$ cat src/bhd_pkg.sv
// shared types, constants and codes of the block holder directory
`default_nettype none

package bhd_pkg;

  localparam int unsigned BHD_NUM_BLOCKS  = 4096;
  localparam int unsigned BHD_MAX_HOLDERS = 8;

  localparam int unsigned BLK_W  = 12;
  localparam int unsigned ID_W   = 16;
  localparam int unsigned SLOT_W = 16;
  localparam int unsigned RND_W  = 16;
  localparam int unsigned CFG_W  = 4;

  localparam logic [CFG_W-1:0] DEFAULT_HOLDERS = 4'd2;

  // remainder unit retires this many dividend bits per cycle
  localparam int unsigned REM_STEP_BITS = 4;

  typedef enum logic {
    REQ_LOOKUP  = 1'b0,
    REQ_RELEASE = 1'b1
  } req_type_e;

  typedef enum logic [2:0] {
    S_CLEAR,
    S_IDLE,
    S_READ,
    S_DIV,
    S_WRITE
  } state_e;

  typedef struct packed {
    req_type_e          req_type;
    logic [BLK_W-1:0]   block_index;
    logic [ID_W-1:0]    requester_id;
    logic [SLOT_W-1:0]  requester_slot;
    logic [RND_W-1:0]   random_value;
  } req_t;

  typedef struct packed {
    logic               holder_found;
    logic [ID_W-1:0]    holder_id;
    logic [SLOT_W-1:0]  holder_slot;
    logic               entry_removed;
  } rsp_t;

endpackage

`default_nettype wire

$ cat src/bhd_rem.sv
// iterative remainder unit: dividend modulo a narrow divisor, a few bits per cycle
`default_nettype none

module bhd_rem import bhd_pkg::*; #(
  parameter int unsigned DivW     = RND_W,
  parameter int unsigned StepBits = REM_STEP_BITS,
  parameter int unsigned DsrW     = 4
) (
  input  logic            clk_i,
  input  logic            rst_ni,
  input  logic            start_i,
  input  logic [DivW-1:0] dividend_i,
  input  logic [DsrW-1:0] divisor_i,
  output logic            done_o,
  output logic [DsrW-1:0] rem_o
);

  localparam int unsigned Steps = DivW / StepBits;
  localparam int unsigned StepW = (Steps > 1) ? $clog2(Steps) : 1;

  logic            busy_q;
  logic            done_q;
  logic [StepW-1:0] step_q;
  logic [DivW-1:0] num_q;
  logic [DsrW-1:0] rem_q;
  logic [DsrW-1:0] dsr_q;

  logic [DsrW:0]   rem_nx;
  logic [DivW-1:0] num_nx;

  // restoring remainder, msb first
  always_comb begin
    rem_nx = {1'b0, rem_q};
    num_nx = num_q;
    for (int k = 0; k < int'(StepBits); k++) begin
      rem_nx = {rem_nx[DsrW-1:0], num_nx[DivW-1]};
      num_nx = {num_nx[DivW-2:0], 1'b0};
      if (rem_nx >= {1'b0, dsr_q}) begin
        rem_nx = rem_nx - {1'b0, dsr_q};
      end
    end
  end

  always_ff @(posedge clk_i or negedge rst_ni) begin
    if (!rst_ni) begin
      busy_q <= 1'b0;
      done_q <= 1'b0;
      step_q <= '0;
    end else begin
      done_q <= 1'b0;
      if (start_i) begin
        busy_q <= 1'b1;
        step_q <= '0;
      end else if (busy_q) begin
        step_q <= step_q + StepW'(1);
        if (step_q == StepW'(Steps - 1)) begin
          busy_q <= 1'b0;
          done_q <= 1'b1;
        end
      end
    end
  end

  always_ff @(posedge clk_i) begin
    if (start_i) begin
      num_q <= dividend_i;
      rem_q <= '0;
      dsr_q <= divisor_i;
    end else if (busy_q) begin
      num_q <= num_nx;
      rem_q <= rem_nx[DsrW-1:0];
    end
  end

  assign done_o = done_q;
  assign rem_o  = rem_q;

endmodule

`default_nettype wire

$ cat config.mk
export PLATFORM = sky130hd
export DESIGN_NAME = bhd_rem
export DESIGN_NICKNAME = d
export VERILOG_FILES = /design/src/bhd_pkg.sv /design/src/bhd_rem.sv
export SDC_FILE = /design/constraint.sdc
export NUM_CORES = 1
export LEC_CHECK = 0
export BUFFER_PORTS_ARGS = -buffer_cell sky130_fd_sc_hd__buf_2
export CAP_MARGIN = 20
export CORE_MARGIN = 2
export CORE_UTILIZATION = 54
export CTS_BUF_LIST = sky130_fd_sc_hd__clkbuf_2 sky130_fd_sc_hd__clkbuf_4 sky130_fd_sc_hd__clkbuf_8
export DETAILED_ROUTE_END_ITERATION = 10
export GPL_ROUTABILITY_DRIVEN = 0
export GPL_TIMING_DRIVEN = 0
export PLACE_DENSITY = 0.79
export SLEW_MARGIN = 20
export SYNTH_ARGS = -nofsm -noshare
export SYNTH_HDL_FRONTEND = slang
export SYNTH_SLANG_ARGS = --single-unit
$ cat constraint.sdc
create_clock -name clk_i -period 5.6 [get_ports clk_i]
set_input_delay 1.4 -clock clk_i [delete_from_list [all_inputs] [get_ports clk_i]]
set_output_delay 1.4 -clock clk_i [all_outputs]
set_load 0.1 [all_outputs]
-- Word-level counts from Yosys, hierarchy flattened
Index checks and enable logic that the tools add are counted.
- flip-flop bits (word level): 28
- word-level logic and storage cells: 31
- output and inout bits: 5
- add/sub/neg operators: 5
- multiplexer cells: 14
- reduce and logical (&&, ||, !) cells: 1
- eq/ne operators: 1
- order comparisons: 4
- operator list (kind ; count):
    $mux 16 ; 2
    $ge 5x4->1 ; 4
    $mux 4 ; 4
    $sub 4x4->4 ; 4
    $mux 1 ; 6
    $mux 2 ; 2
    $add 2x1->2 const B ; 1
    $eq 2x2->1 const B ; 1
    $reduce_bool 2->1 ; 1

-- Depth between registers and ports, before layout
- word-level depth: 8
- depth in mapped cells: 28
- mapped depth without buffers: 28

-- Worst setup path after synthesis
OpenSTA, ideal clock, no wires.
- path kind: flip-flop to flip-flop
- from: reg rem_q[1], in the netlist rem_o[1]
- to: reg rem_q[1], in the netlist rem_o[1]
- buffers on the path: 0
- setup slack: -1035 ps
- data arrival time: 6540 ps
- cell stages (with the launch flop): 27
- data required time: 5505 ps
- cells stage by stage: dfxtp_1 -> ha_1 -> nor2_1 -> o21ai_1 -> nand2_1 -> mux2_2 -> inv_1 -> ha_1 -> a211oi_1 -> o21bai_1 -> a31oi_4 -> mux2_1 -> inv_1 -> ha_1 -> a211o_1 -> a21oi_1 -> o21ai_0 -> mux2i_2 -> mux2i_1 -> ha_1 -> a21o_1 -> a21o_1 -> a21o_1 -> a2111oi_2 -> mux2i_2 -> or4b_1 -> o311ai_1
- word-level cells in the longest chain between the ends: 8
- RTL lines (element ; line ; text):
    start, declared ; bhd_rem.sv:25 ; logic [DsrW-1:0] rem_q;
    start signal, assigned ; bhd_rem.sv:71 ; rem_q <= rem_nx[DsrW-1:0];
    $sub 4x4->4 or $ge 5x4->1 (tied branches) ; bhd_rem.sv:39, bhd_rem.sv:38 ;
    $mux 4 * ; bhd_rem.sv:38 ; if (rem_nx >= {1'b0, dsr_q}) begin
    $sub 4x4->4 or $ge 5x4->1 (tied branches) ; bhd_rem.sv:39, bhd_rem.sv:38 ;
    $mux 4 * ; bhd_rem.sv:38 ;
    $ge 5x4->1 or $sub 4x4->4 (tied branches) ; bhd_rem.sv:38, bhd_rem.sv:39 ;
    $mux 4 * ; bhd_rem.sv:38 ;
    $sub 4x4->4 or $ge 5x4->1 (tied branches) ; bhd_rem.sv:39, bhd_rem.sv:38 ;
    $mux 4 * ; bhd_rem.sv:38 ;
Mark *: on every way between the ends. The rest lies on a longest branch, timed or not.
A chain may end at the register's enable or synchronous reset.

-- Worst setup path after layout
- from: reg dsr_q[0]
- to: reg rem_q[1], in the netlist rem_o[1]
- word-level cells in the longest chain between the ends: 8
- RTL lines (element ; line ; text):
    start, declared ; bhd_rem.sv:26 ; logic [DsrW-1:0] dsr_q;
    start signal, assigned ; bhd_rem.sv:68 ; dsr_q <= divisor_i;
    $sub 4x4->4 or $ge 5x4->1 (tied branches) ; bhd_rem.sv:39, bhd_rem.sv:38 ;
    $mux 4 ; bhd_rem.sv:38 ;
    $sub 4x4->4 or $ge 5x4->1 (tied branches) ; bhd_rem.sv:39, bhd_rem.sv:38 ;
    $mux 4 ; bhd_rem.sv:38 ;
    $ge 5x4->1 or $sub 4x4->4 (tied branches) ; bhd_rem.sv:38, bhd_rem.sv:39 ;
    $mux 4 ; bhd_rem.sv:38 ;
    $sub 4x4->4 or $ge 5x4->1 (tied branches) ; bhd_rem.sv:39, bhd_rem.sv:38 ;
    $mux 4 * ; bhd_rem.sv:38 ;
Marked as above.

==> flow_summary.yaml <==
outcome:
  outcome: "finished, violations left"
  violations: "setup timing"
hold_path:
  hp-class: "flop to flop"
sta:
  fmax_mhz: 171
  period_share: 1.05
  setup_viol: 4
  max_slew.worst_pin.slew_ns: 0.543
  tns_ns: -0.825
  final_hold_viol_count: 0
  rsz0062_at_grt: "true"
  relSlewSlack: 0.638
  slew_violations: 0
  fin_crit_ns: 5.86
  clock_skew_ns: 0.00296
  setup_ws_ns: -0.255
yosys:
  ys_seq_area_frac: 0.398
  synthCells: 173
  ys_types: 49
  synth_edf_count: 20
  netlist_area_mm2: 0.00196
  synth_area_leaders: "edfxtp_1 (31%), ha_1 (11%), mux2_2 (8.6%)"
  synth_common_cells: "edfxtp_1 (20), inv_1 (18), ha_1 (17), mux2_2 (15), nor2_1 (11)"
  synth_top_area_frac: 0.306
  synth-xor-area-share: 0.0268
  async_flop_share: 0.143
  syn_area_per_cell_um2: 11.3
  synth_compound_area_frac: 0.135
  ys_ff_latch: 28
  synth_top_family_by_area: "adder cells"
  synthAdderAreaFrac: 0.149
  yosys.area_share.simple: 0.117
  synth_most_common_cell: "edfxtp_1"
  yosysTopAreaCell: "edfxtp_1"
  synth_warnings: 0
  syn-num-nets: 217
  synth_ff_type: "edfxtp_1"
  muxShareOfSynthArea: 0.131
flow_run:
  drv_cap: 0
cells_and_area:
  diodes: 0
  utilization: 0.762
  nets: 269
  layout-drive-gt1-share: 0.504
  syn2layout_area_growth_pct: 32.6
critical_path:
  critical_path_arrival_ns: 6.09
  r2r-start: "dsr_q[0]"
  critPathKind: "flop to flop"
  ff2ff_path_depth: 26
  endpoint: "rem_o[1]"
  worstSetupStartpoint: "dsr_q[0]"
  rrSetupSlack_ns: -0.26
  critPathRequiredTime_ns: 5.84
  r2r_end: "rem_o[1]"
  cp_max_fo: 4
  critPathLaunchType: "flop"
  worst_setup_path_end_kind: "flop"
global_route:
  grt-ovfl-total: 0
  grt_start_max_net_pins: 17
  grt_pass1_vias: 1539
  grt_use_total: 0.224
  grt_pass1_wl_um: 7000
  antenna_found_initial: 0
drt:
  drt_iter0_drc: 61
  vias_per_cell: 5.60
  first_pass_iters: 4
  drcViolationCount: 0
  ant_nets: 0
  wl_per_cell_um: 17.4
  vias: 1513
  routed_wl_um: 4700
floorplan:
  initial_core_util: 0.574
  row_count: 21
  die_x_um: 64.3
  die_area_mm2: 0.00413
  ios: 28
  fp.dieH_um: 64.3
  core_mm2: 0.00342
clocking:
  cts_root_buffer: "clkbuf_4"
  cts_tree: "built"
  clock_latency_ns: 0.32
  clk_pin_slew_ns: 0.15
  clock-sinks: 28
  clock_path_buffers: 2
  cts-buffers-inserted: 3
  cts.htree.levels: 1
  holdBufCountCts: 0
placed_design:
  dpl.hpwl_um: 3200
  pre_cts_ws_ns: -0.790
  io_buffers: 27
flip-flops by register name, indices dropped and copies added (netlist names):
name and count:
busy_q 1, done_o 1, dsr_q 4, num_q 16, rem_o 4, step_q 2
per-layer routing:
metal | up-vias | share of wire | GRT usage | routed length [um]
li1 | 738 | - | - | -
met1 | 727 | 0.40 | 0.243 | 1870
met2 | 36 | 0.55 | 0.444 | 2570
met3 | 12 | 0.033 | 0.0387 | 157
met4 | 0 | 0.021 | 0.0505 | 100
met5 | - | 0 | 0 | 0
worst min path at each step:
stage / from / to / slack, ns / cells past startpoint
2_1_floorplan: step_q[1] / step_q[1] / 0.49 / 2
5_1_grt: num_q[6] / num_q[10] / 0.58 / 1
3_3_place_gp: step_q[1] / step_q[1] / 0.51 / 2
4_1_cts: step_q[1] / step_q[1] / 0.56 / 2
3_5_place_dp: step_q[1] / step_q[1] / 0.52 / 2
6_report: step_q[1] / step_q[1] / 0.55 / 2
cells in the final DEF, fill, tap and decap left out, types with 4 or more instances in the layout:
cell type / synthesis / routed
nand2b_1: 4 / 4
clkbuf_1: 4 / 4
edfxtp_1: 20 / 20
nor2_1: 11 / 8
inv_1: 18 / 11
ha_4: 0 / 8
mux2i_1: 5 / 4
buf_4: 0 / 18
buf_2: 0 / 27
and2_1: 4 / 4
ha_1: 17 / 9
mux2_2: 15 / 13
inv_2: 0 / 5
dfrtp_1: 4 / 4
xnor2_1: 4 / 4
a21o_1: 6 / 6
cell families (layout without fill, tap and decap cells):
group | Yosys count | count (layout)
muxes | 23 | 23
buffers and inverters | 22 | 73
DFF | 28 | 28
xor gates and xnor gates | 6 | 6
adders and majority gates | 21 | 21
AOI/OAI and AO/OA | 33 | 33
and+or+nand+nor | 40 | 40
stage by stage:
step                area (um2)  hold WS [ns]  std cells
finish                    2600         0.546        270
global route              2600         0.582        270
CTS                       2520         0.560        264
detailed placement        2280         0.523        246
global placement          2280         0.507        246
floorplan                 2080         0.490        173
final cells by class:
type                       count  area [um2]
buffer                         4        15.0
clock buffer                   3        22.5
clock inverter                 1        30.0
fill                         226         815
inverter                      18        72.6
multi-input combinational    123        1320
sequential                    28         793
tap                           46        57.6
timing repair buffer          47         293
timing repair:
action                                  in CTS  in global routing
setup buffers                               14                  6
endpoints found under the setup margin       4                  4
gates resized for setup                     16                  8
hold endpoints to repair                     0                  0
pin swaps                                    6                  1
critical path: stages, from the launching register on:
cell,delay (ns)
edfxtp_1,0.51
ha_4,0.32
nor2b_2,0.04
o211ai_2,0.18
nand2_2,0.10
mux2_4,0.32
inv_2,0.07
ha_4,0.19
a211oi_2,0.20
o21bai_2,0.11
a31oi_4,0.22
mux2_4,0.33
inv_2,0.06
ha_4,0.19
a211o_1,0.26
a21oi_2,0.20
o21ai_2,0.10
mux2i_4,0.27
mux2i_4,0.32
ha_4,0.23
a21o_1,0.15
a21o_1,0.17
a21o_1,0.20
a2111oi_4,0.26
mux2i_4,0.14
or4b_1,0.49
o311ai_1,0.10
Power is not shown: default switching activity piles up to over one toggle a cycle in this logic, so the estimate is an artifact.
